## src/rtl/core/pcr_pkg.sv

```systemverilog
// Shared types and constants for the piecewise color ramp.
// No dependencies; used by piecewise_color_ramp_top and pcr_chk.
`timescale 1ns / 1ps

package pcr_pkg;

    // ramp geometry
    localparam int NUM_BREAKS = 7;   // break registers present
    localparam int MAX_BREAKS = 7;   // breaks the search will use
    localparam int CNT_W      = 3;
    localparam int POS_W      = 17;  // unsigned Q1.16, 0..131071
    localparam int IN_W       = 18;  // signed Q1.16 input
    localparam int CH_W       = 8;
    localparam int NUM_CH     = 3;
    localparam int COL_W      = NUM_CH * CH_W;
    localparam int BRK_W      = POS_W + COL_W;
    localparam int CFG_IDX_W  = 3;

    // divider: quotient never exceeds the channel delta, so CH_W bits
    localparam int NUM_W      = CH_W + POS_W;
    localparam int DIV_STAGES = CH_W;

    // pipeline: clamp, search, span/delta, multiply, divide steps, output
    localparam int STG_CLAMP  = 0;
    localparam int STG_SEARCH = 1;
    localparam int STG_SPAN   = 2;
    localparam int STG_MUL    = 3;
    localparam int NUM_STG    = STG_MUL + DIV_STAGES + 2;

    localparam logic [POS_W-1:0] POS_ONE   = POS_W'(65536);
    localparam logic [COL_W-1:0] COL_WHITE = '1;

    // configuration register indexes
    localparam logic [CFG_IDX_W-1:0] CFG_COUNT = CFG_IDX_W'(0);
    localparam logic [CFG_IDX_W-1:0] CFG_BRK0  = CFG_IDX_W'(1);

    typedef logic [NUM_CH-1:0][CH_W-1:0] t_color;

    typedef struct packed {
        logic [POS_W-1:0] pos;
        t_color           color;
    } t_brk;

    // after segment search
    typedef struct packed {
        logic [POS_W-1:0] v;
        logic [POS_W-1:0] p1;
        logic [POS_W-1:0] p2;
        t_color           c1;
        t_color           c2;
        logic             fallback;
        logic             force_c1;
    } t_sb;

    // after span and channel deltas
    typedef struct packed {
        logic [POS_W-1:0] span;
        logic [POS_W-1:0] t;
        t_color           c1;
        t_color           mag;
        logic [NUM_CH-1:0] neg;
        logic             use_c1;
    } t_sc;

    // multiply / divide stages
    typedef struct packed {
        logic [NUM_CH-1:0][NUM_W-1:0] rem;
        t_color                       q;
        logic [POS_W-1:0]             span;
        t_color                       c1;
        logic [NUM_CH-1:0]            neg;
        logic                         use_c1;
    } t_dv;

endpackage

```

## src/rtl/core/piecewise_color_ramp_top.sv

```systemverilog
// Piecewise linear color ramp: position to RGB through up to seven breaks.
// Depends on pcr_pkg.
`timescale 1ns / 1ps

// Usage
//   Input channel : i_in_valid / o_in_ready, payload i_position (signed Q1.16).
//   Output channel: o_out_valid / i_out_ready, payload o_red, o_green, o_blue.
//   Config port   : i_cfg_we, i_cfg_index (0 = break count, 1..7 = breaks),
//                   i_cfg_data; write only while no transaction is in flight.
//   Throughput    : one transaction per cycle while not stalled (see Stalls).
//                   The pipeline has 13 stages: clamp, segment search,
//                   span/delta, multiply, eight restoring divide steps
//                   (one quotient bit each), output.
//   Stalls        : each stage with a valid bit moves on when the stage after
//                   it is empty or moving, so bubbles close up; o_in_ready only
//                   drops once every stage holds a transaction and the
//                   receiver holds i_out_ready low.
//   Reset         : synchronous, active low; empties the pipeline, clears the
//                   break count and all breaks (output is white until a count
//                   is written).
module piecewise_color_ramp_top (
    input  logic                           i_clk,
    input  logic                           i_rst_n,
    input  logic                           i_in_valid,
    output logic                           o_in_ready,
    input  logic signed [pcr_pkg::IN_W-1:0] i_position,
    output logic                           o_out_valid,
    input  logic                           i_out_ready,
    output logic [pcr_pkg::CH_W-1:0]       o_red,
    output logic [pcr_pkg::CH_W-1:0]       o_green,
    output logic [pcr_pkg::CH_W-1:0]       o_blue,
    input  logic                           i_cfg_we,
    input  logic [pcr_pkg::CFG_IDX_W-1:0]  i_cfg_index,
    input  logic [pcr_pkg::BRK_W-1:0]      i_cfg_data
);

    // configuration
    logic [pcr_pkg::CNT_W-1:0] r_cnt;
    pcr_pkg::t_brk             r_brk [pcr_pkg::NUM_BREAKS];

    // pipeline control
    logic [pcr_pkg::NUM_STG-1:0] r_vld;
    logic [pcr_pkg::NUM_STG-1:0] en;

    // payload
    logic [pcr_pkg::POS_W-1:0] r_a_v, n_a_v;
    pcr_pkg::t_sb              r_sb, n_sb;
    pcr_pkg::t_sc              r_sc, n_sc;
    pcr_pkg::t_dv              r_dv [pcr_pkg::DIV_STAGES+1];
    pcr_pkg::t_dv              n_dv [pcr_pkg::DIV_STAGES+1];
    pcr_pkg::t_color           r_out, n_out;

    // search helpers
    logic [pcr_pkg::CNT_W-1:0]      n_eff;
    logic [pcr_pkg::NUM_BREAKS-1:0] hit;
    logic [pcr_pkg::NUM_BREAKS-1:0] seg;
    logic                           found;

    // ---------------------------------------------------------------- config
    always_ff @(posedge i_clk) begin
        if (!i_rst_n) begin
            r_cnt <= '0;
            for (int i = 0; i < pcr_pkg::NUM_BREAKS; i++) begin
                r_brk[i] <= '0;
            end
        end else if (i_cfg_we) begin
            if (i_cfg_index == pcr_pkg::CFG_COUNT) begin
                r_cnt <= i_cfg_data[pcr_pkg::CNT_W-1:0];
            end
            for (int i = 0; i < pcr_pkg::NUM_BREAKS; i++) begin
                if (i_cfg_index == pcr_pkg::CFG_BRK0 + pcr_pkg::CFG_IDX_W'(i)) begin
                    r_brk[i] <= i_cfg_data;
                end
            end
        end
    end

    // ------------------------------------------------------ pipeline control
    always_comb begin
        en[pcr_pkg::NUM_STG-1] = !r_vld[pcr_pkg::NUM_STG-1] || i_out_ready;
        for (int k = pcr_pkg::NUM_STG-2; k >= 0; k--) begin
            en[k] = !r_vld[k] || en[k+1];
        end
    end

    assign o_in_ready  = en[pcr_pkg::STG_CLAMP];
    assign o_out_valid = r_vld[pcr_pkg::NUM_STG-1];

    always_ff @(posedge i_clk) begin
        if (!i_rst_n) begin
            r_vld <= '0;
        end else begin
            if (en[0]) begin
                r_vld[0] <= i_in_valid;
            end
            for (int k = 1; k < pcr_pkg::NUM_STG; k++) begin
                if (en[k]) begin
                    r_vld[k] <= r_vld[k-1];
                end
            end
        end
    end

    // ----------------------------------------------------------- clamp stage
    always_comb begin
        if (i_position[pcr_pkg::IN_W-1]) begin
            n_a_v = '0;
        end else if (i_position[pcr_pkg::POS_W-1:0] > pcr_pkg::POS_ONE) begin
            n_a_v = pcr_pkg::POS_ONE;
        end else begin
            n_a_v = i_position[pcr_pkg::POS_W-1:0];
        end
    end

    // ---------------------------------------------------------- search stage
    always_comb begin
        n_eff = (r_cnt > pcr_pkg::CNT_W'(pcr_pkg::MAX_BREAKS))
              ? pcr_pkg::CNT_W'(pcr_pkg::MAX_BREAKS) : r_cnt;

        hit = '0;
        for (int i = 1; i < pcr_pkg::NUM_BREAKS; i++) begin
            hit[i] = (pcr_pkg::CNT_W'(i) < n_eff) &&
                     (r_a_v >= r_brk[i-1].pos) && (r_a_v <= r_brk[i].pos);
        end

        // first enclosing segment wins; otherwise the last segment
        seg   = '0;
        found = 1'b0;
        for (int i = 1; i < pcr_pkg::NUM_BREAKS; i++) begin
            if (hit[i] && !found) begin
                seg[i] = 1'b1;
                found  = 1'b1;
            end
        end
        if (!found) begin
            for (int i = 1; i < pcr_pkg::NUM_BREAKS; i++) begin
                seg[i] = (pcr_pkg::CNT_W'(i) == n_eff - pcr_pkg::CNT_W'(1));
            end
        end

        n_sb          = '0;
        n_sb.v        = r_a_v;
        n_sb.fallback = !found;
        for (int i = 1; i < pcr_pkg::NUM_BREAKS; i++) begin
            if (seg[i]) begin
                n_sb.p1 = r_brk[i-1].pos;
                n_sb.c1 = r_brk[i-1].color;
                n_sb.p2 = r_brk[i].pos;
                n_sb.c2 = r_brk[i].color;
            end
        end

        // empty ramp gives white, single break gives its color
        if (n_eff == '0) begin
            n_sb.c1       = pcr_pkg::COL_WHITE;
            n_sb.force_c1 = 1'b1;
        end else if (n_eff == pcr_pkg::CNT_W'(1)) begin
            n_sb.c1       = r_brk[0].color;
            n_sb.force_c1 = 1'b1;
        end
    end

    // ------------------------------------------------------------ span stage
    always_comb begin
        logic [pcr_pkg::CH_W:0] diff;
        logic                   same;

        same        = (r_sb.p1 == r_sb.p2);
        n_sc        = '0;
        n_sc.span   = r_sb.p2 - r_sb.p1;
        n_sc.t      = r_sb.v - r_sb.p1;
        n_sc.use_c1 = r_sb.force_c1 || r_sb.fallback || same;
        // fallback puts v on the last break: result is c2 unless zero span
        n_sc.c1     = (r_sb.fallback && !r_sb.force_c1 && !same) ? r_sb.c2 : r_sb.c1;
        for (int ch = 0; ch < pcr_pkg::NUM_CH; ch++) begin
            diff         = {1'b0, r_sb.c2[ch]} - {1'b0, r_sb.c1[ch]};
            n_sc.neg[ch] = diff[pcr_pkg::CH_W];
            n_sc.mag[ch] = diff[pcr_pkg::CH_W] ? pcr_pkg::CH_W'(-diff)
                                               : diff[pcr_pkg::CH_W-1:0];
        end
    end

    // ---------------------------------------------- multiply and divide steps
    always_comb begin
        logic [pcr_pkg::NUM_W-1:0] sh;

        n_dv[0]        = '0;
        n_dv[0].span   = r_sc.span;
        n_dv[0].c1     = r_sc.c1;
        n_dv[0].neg    = r_sc.neg;
        n_dv[0].use_c1 = r_sc.use_c1;
        for (int ch = 0; ch < pcr_pkg::NUM_CH; ch++) begin
            n_dv[0].rem[ch] = pcr_pkg::NUM_W'(r_sc.mag[ch]) * pcr_pkg::NUM_W'(r_sc.t);
        end

        // restoring division, MSB first, one quotient bit per stage
        for (int j = 1; j <= pcr_pkg::DIV_STAGES; j++) begin
            n_dv[j] = r_dv[j-1];
            sh      = pcr_pkg::NUM_W'(r_dv[j-1].span) << (pcr_pkg::DIV_STAGES - j);
            for (int ch = 0; ch < pcr_pkg::NUM_CH; ch++) begin
                if (r_dv[j-1].rem[ch] >= sh) begin
                    n_dv[j].rem[ch]                          = r_dv[j-1].rem[ch] - sh;
                    n_dv[j].q[ch][pcr_pkg::DIV_STAGES - j] = 1'b1;
                end
            end
        end
    end

    // ---------------------------------------------------------- output stage
    always_comb begin
        for (int ch = 0; ch < pcr_pkg::NUM_CH; ch++) begin
            if (r_dv[pcr_pkg::DIV_STAGES].use_c1) begin
                n_out[ch] = r_dv[pcr_pkg::DIV_STAGES].c1[ch];
            end else if (r_dv[pcr_pkg::DIV_STAGES].neg[ch]) begin
                n_out[ch] = r_dv[pcr_pkg::DIV_STAGES].c1[ch] - r_dv[pcr_pkg::DIV_STAGES].q[ch];
            end else begin
                n_out[ch] = r_dv[pcr_pkg::DIV_STAGES].c1[ch] + r_dv[pcr_pkg::DIV_STAGES].q[ch];
            end
        end
    end

    // ------------------------------------------------------ payload registers
    always_ff @(posedge i_clk) begin
        if (en[pcr_pkg::STG_CLAMP]) begin
            r_a_v <= n_a_v;
        end
        if (en[pcr_pkg::STG_SEARCH]) begin
            r_sb <= n_sb;
        end
        if (en[pcr_pkg::STG_SPAN]) begin
            r_sc <= n_sc;
        end
        for (int j = 0; j <= pcr_pkg::DIV_STAGES; j++) begin
            if (en[pcr_pkg::STG_MUL + j]) begin
                r_dv[j] <= n_dv[j];
            end
        end
        if (en[pcr_pkg::NUM_STG-1]) begin
            r_out <= n_out;
        end
    end

    assign o_red   = r_out[0];
    assign o_green = r_out[1];
    assign o_blue  = r_out[2];

endmodule

```

## config.mk

```make
export PLATFORM = sky130hd
export DESIGN_NAME = piecewise_color_ramp_top
export DESIGN_NICKNAME = d
export VERILOG_FILES = /design/src/rtl/core/pcr_pkg.sv /design/src/rtl/core/piecewise_color_ramp_top.sv
export SDC_FILE = /design/constraint.sdc
export NUM_CORES = 2
export LEC_CHECK = 0
export ABC_CLOCK_PERIOD_IN_PS = 11550
export BUFFER_PORTS_ARGS = -buffer_cell sky130_fd_sc_hd__buf_2
export CORE_UTILIZATION = 33
export CTS_CLUSTER_DIAMETER = 200
export DETAILED_ROUTE_END_ITERATION = 12
export PLACE_DENSITY = 0.51
export SYNTH_ARGS = -nofsm -noshare
export SYNTH_HDL_FRONTEND = slang
export SYNTH_SLANG_ARGS = --single-unit
export TNS_END_PERCENT = 50
```

## constraint.sdc

```tcl
create_clock -name i_clk -period 11.55 [get_ports i_clk]
set_clock_uncertainty 0.15 [all_clocks]
set_input_delay 1.155 -clock i_clk [delete_from_list [all_inputs] [get_ports i_clk]]
set_output_delay 1.155 -clock i_clk [all_outputs]
set_load 0.02 [all_outputs]
```

; Word-level counts from Yosys, hierarchy flattened
; Memories as Yosys holds them, arrays and structs flattened.
; Cells that the tools add are included.
[word_totals]
ff_bits = 244
output_inout_bits = 26
ramBits = 1583
rom_bits = 0
latchBits = 0
n_memories = 2
in_bits = 67
wordCells = 343
[memory_table]
columns = name, words, word_bits, rd, rd_clocked_by_memory_dff, wr, line
row1 = r_dv, 9, 144, 9, 0, 9, piecewise_color_ramp_top.sv:49  ; pcr_pkg::t_dv r_dv [pcr_pkg::DIV_STAGES+1];
row2 = r_brk, 7, 41, 7, 0, 7, piecewise_color_ramp_top.sv:39  ; pcr_pkg::t_brk r_brk [pcr_pkg::NUM_BREAKS];
[classes]
reduce_logical = 59
n_div = 0
n_mux = 134
addsub = 39
multipliers = 3
n_bitwise = 7
shifts = 0
n_eq_ne = 15
order_cmp = 44
[ops]
columns = operator, n
row1 = 25-bit 2-to-1 mux, 24
row2 = 82-bit 2-to-1 mux, 6
row3 = 41-bit 2-to-1 mux, 7
row4 = 17-bit >= comparator, 6
row5 = 17-bit <= comparator, 6
row6 = 1-bit 2-to-1 mux, 83
row7 = 25-bit by 17-bit >= comparator with 1-bit output, 3
row8 = 25-bit by 18-bit >= comparator with 1-bit output, 3
row9 = 25-bit by 19-bit >= comparator with 1-bit output, 3
row10 = 25-bit by 20-bit >= comparator with 1-bit output, 3
row11 = 25-bit by 21-bit >= comparator with 1-bit output, 3
row12 = 25-bit by 22-bit >= comparator with 1-bit output, 3
row13 = 25-bit by 23-bit >= comparator with 1-bit output, 3
row14 = 25-bit by 24-bit >= comparator with 1-bit output, 3
row15 = 8-bit by 17-bit multiplier with 25-bit output, 3
row16 = 25-bit by 17-bit subtractor with 25-bit output, 3
row17 = 25-bit by 18-bit subtractor with 25-bit output, 3
row18 = 25-bit by 19-bit subtractor with 25-bit output, 3
row19 = 25-bit by 20-bit subtractor with 25-bit output, 3
row20 = 25-bit by 21-bit subtractor with 25-bit output, 3
row21 = 25-bit by 22-bit subtractor with 25-bit output, 3
row22 = 25-bit by 23-bit subtractor with 25-bit output, 3
row23 = 25-bit by 24-bit subtractor with 25-bit output, 3
row24 = 8-bit 2-to-1 mux, 9
row25 = 29 further kinds, 109

; Depth between registers and ports, before layout
[depth]
ltp_word = 29
ltp_mapped = 21
depth_no_buf = 20

; Worst setup path before layout
; No wires, ideal clock.
[synth_timing]
path_kind = in2reg
start = in i_out_ready
end = mem r_dv[0][144] (netlist bit) (enable)
n_path_buf = 0
path_stages = 6
slack_ns = 5.873
t_arrival_ns = 4.438
required_time_ns = 10.312
setup_ns = 1.088
path_cell_list = nor2b_1 -> inv_1 -> nor2_1 -> and2_1 -> and3_1 -> nand2_1
[synth_lines]
columns = element, line
row1 = from (decl), piecewise_color_ramp_top.sv:28  ; input logic i_out_ready,
row2 = to (decl), piecewise_color_ramp_top.sv:49

==> metrics.md <==
| Metric | Value |
|---|---|
| Core ar. | 294000 µm² |
| Setup Fix Bufs, Post-CTS | 0 |
| Critical Path RT | 11950 ps |
| Adder-cell share of the synthesized area | approximately 16% |
| DR WL/cell | 21.8 µm |
| Mux contribution to synthesized area | 0.995% |
| CP endpoint kind | flop |
| Initial Utilization | 33.2% |
| # hold bufs at CTS | 0 |
| Synth Flop Type | edfxtp_1 |
| Die H | 546 µm |
| # resized after CTS | 0 |
| Largest area contributor in the netlist | edfxtp_1 |
| Remaining antenna violation count | 0 |
| Num rows | between 150 and 200 |
| FILL cells | about 28k |
| Die W | 546 µm |
| Fin util | 36.9% |
| CTS tree | built |
| Post-Syn Instances | 8706 |
| I/O pins | 93 |
| Area Overhead vs Synth | 11.2% |
| Via density | a little over 5 |
| Synth Area in Compound Gates | 12.2% |
| R2R Path Start | r_sc[57] |
| Drt pass-1 iters | 11 |
| Crit-path cells | nand2_1, fa_1, fa_1, fa_1, inv_1, fa_1, ha_1, a21boi_1, o41ai_1, o21ai_0, o41a_1, a2111oi_0, o31ai_1, a21oi_1, xnor2_1 |
| HP Start | n_dv[1195] |
| H-Tree Depth | 4 |
| Total global-route track usage | a little under a fifth |
| Iteration-0 DRC Markers | a little under 6k |
| GPL Wtd Cong | roughly 0.93 |
| Hold Crit Depth | 0 |
| Worst Reg2Reg Path Length in Cells | 15 |
| Sink of the worst hold path | r_dv[0][43] |
| Synth Area in Simple Gates | 12.4% |
| Period minus WS final | 6150 ps |
| Vias in the first global route | 65.8k |
| RR Endpoint | r_dv[0][117] |
| HP Class | flop to flop |
| Nets@finish | 9917 |
| Synth Register Bits | 1627 |
| Clk root buf | clkbuf_16 |
| Slew @ Worst Pin | 1260 ps |
| Post-synthesis sequential area ratio | between 40% and 50% |
| DP HPWL | around 210000 µm |
| Critical path arrival | roughly 6600 ps |
| Max_cap viols | 0 |
| Slowest library cell on the worst path | edfxtp_1 |
| TritonCTS buffer count | between 150 and 200 |
| Share of cells above drive strength 1 | 7.03% |
| Final hold violations | 0 |
| Cell variety after synth | 107 |
| RSZ-0062 raised after global routing | no |
| Outcome | finished with violations |
| Synth Net Count | just under 10k |
| CP most frequent cell | fa_1 |
| Synth warn | 0 |
| Top post-synthesis cells by area | edfxtp_1 50%, ha_1 9.6%, fa_1 6.1% |
| R2R setup slack | 5400 ps |
| # clock sinks | 1627 |
| DRT Wirelength | 281000 µm |
| Synth Cell Area | 97600 µm² |
| Worst Path Class, Setup | flop to flop |
| Top achievable clock speed | 0.163 GHz |
| Asr flop ratio synth | 0% |
| WP depth | 15 |
| Skew-Pair Late Insertion Delay | 880 ps |
| Fin Setup TNS | 0 ps |
| First-pass GRT wire length | 417000 µm |
| Startpoint types | flop |
| Post-route DRC | 12 |
| Initial antenna violation count | 4 |
| WP buf/inv | 1 |
| Worst-path clk slew | 60 ps |
| Top-area cell type share of the netlist area | 49.6% |
| Largest delay contributor family on the critical path | adder cells |
| Critical Path Fanout Max | 24 |
| Xor/xnor share of the synthesized area | 4.36% |
| Final cycle utilization of the critical path | between 50% and 60% |
| Clock buffer depth | 4 |
| # port buffers | just over 90 |
| DR vias | 66.0k |
| Violated checks | DRC |
| Largest family of logic cells by synthesized area | adder cells |
| Number of enable flip-flop cells after synthesis | around 1.6k |
| Full die area | 298000 µm² |
| Congestion Overflow GR | 0 |
| Avg Inst Size Synth | 11.2 µm² |
| Largest net degree at the start of global routing | 79 |
| Critical Path Max Stage Delay | 1070 ps |
| Slew HR | between 10% and 20% |
| Setup violators final | 0 |
| Final Max Tran Viols | 0 |
[layout by cell type (no fill, tap or decap), types with 35 or more instances in the layout]
cell type | synthesis | layout
xnor2_1 | 299 | 299
mux2_2 | 61 | 61
o31ai_1 | 38 | 37
o21bai_1 | 56 | 56
nor4_1 | 49 | 47
clkinv_2 | 0 | 35
xor2_1 | 187 | 187
nor2b_1 | 103 | 102
nor3_1 | 130 | 130
o211ai_1 | 52 | 52
or3_1 | 49 | 49
a21oi_1 | 491 | 490
fa_1 | 299 | 299
nor2_1 | 705 | 702
o22ai_1 | 65 | 65
a211oi_1 | 61 | 61
buf_4 | 5 | 63
a221oi_1 | 48 | 48
and2_1 | 281 | 281
o21a_1 | 62 | 62
ha_1 | 746 | 745
edfxtp_1 | 1611 | 1611
a31oi_1 | 112 | 112
a21o_1 | 167 | 167
nand2b_1 | 79 | 79
and3_1 | 55 | 54
nand2_1 | 762 | 750
inv_1 | 867 | 861
nand4_1 | 82 | 82
nand3_1 | 119 | 115
clkbuf_16 | 0 | 188
buf_2 | 21 | 92
o21ai_0 | 396 | 395
a221oi_2 | 40 | 40
[logic make-up (layout without fill, tap and decap cells)]
kind of cell | count (synthesis) | in the layout
compound gates | 1814 | 1814
xor+xnor | 486 | 486
fa+ha+maj | 1045 | 1045
buf+inv | 1114 | 1345
flops | 1627 | 1627
mux | 89 | 89
other cells | 0 | 6
simple gates | 2531 | 2531
[metal layers]
layer	vias to the layer above	global-route usage, %	share of wire, %
met3	509	2.43	4.8
met4	0	8.61	5.1
met2	1854	30.4	46
met1	32200	24.1	44
li1	31400	-	-
met5	-	0	0
[metrics by stage]
stage | worst slack (ps) | hold WS (ps) | cell area [µm²] | std cells
final | 5400 | 240 | 108000 | 12900
after detailed placement | 5370 | 255 | 103000 | 12500
after CTS | 5330 | 225 | 108000 | 12900
after global placement | 5280 | 252 | 103000 | 12500
after floorplan | 5870 | 250 | 97600 | 8706
after global routing | 4940 | 245 | 108000 | 12900
[cell usage after synthesis (all sizes together), types with 66 or more instances]
cell type / number
nand3: 119
inv: 868
clkbuf: 186
nand2: 763
a31oi: 112
xnor2: 299
nor2b: 103
fa: 299
a21o: 168
xor2: 187
nor3: 131
o21ai: 407
and2: 282
ha: 746
nor2: 705
nand2b: 80
edfxtp: 1611
a221oi: 88
a21oi: 492
o22ai: 66
nand4: 83
[layout make-up]
type | count | area, µm² | share of cell area [%]
diodes | 6 | 15.0 | 0.0138
clock buffers | 217 | 4810 | 4.44
clock inverters | 104 | 1120 | 1.03
inverters | 869 | 3280 | 3.03
multi-input cells | 5965 | 44700 | 41.2
flip-flops and latches | 1627 | 48700 | 44.9
well taps | 3919 | 4900 | 4.52
repair buffers | 155 | 933 | 0.860
[sequential cells by signal, summed over array words and instances, names as in the netlist]
name,flops
n_dv,45
r_vld,13
o_blue,8
o_red,8
o_green,8
r_sc,41
r_brk,287
r_a_v,17
r_cnt,3
r_dv,1096
r_sb,101
[how the worst max path moves through the flow]
stage	start	to	slack, ps
after floorplan	i_out_ready	r_dv[0][144]	5870
after global placement	r_sc[55]	r_dv[0][117]	5280
after detailed placement	r_sc[57]	r_dv[0][117]	5370
after CTS	r_sc[54]	r_dv[0][117]	5330
after global routing	r_sc[54]	r_dv[0][117]	4940
final	r_sc[57]	r_dv[0][117]	5400
Power is not shown: default switching activity piles up to over one toggle a cycle in this logic, so the estimate is an artifact.
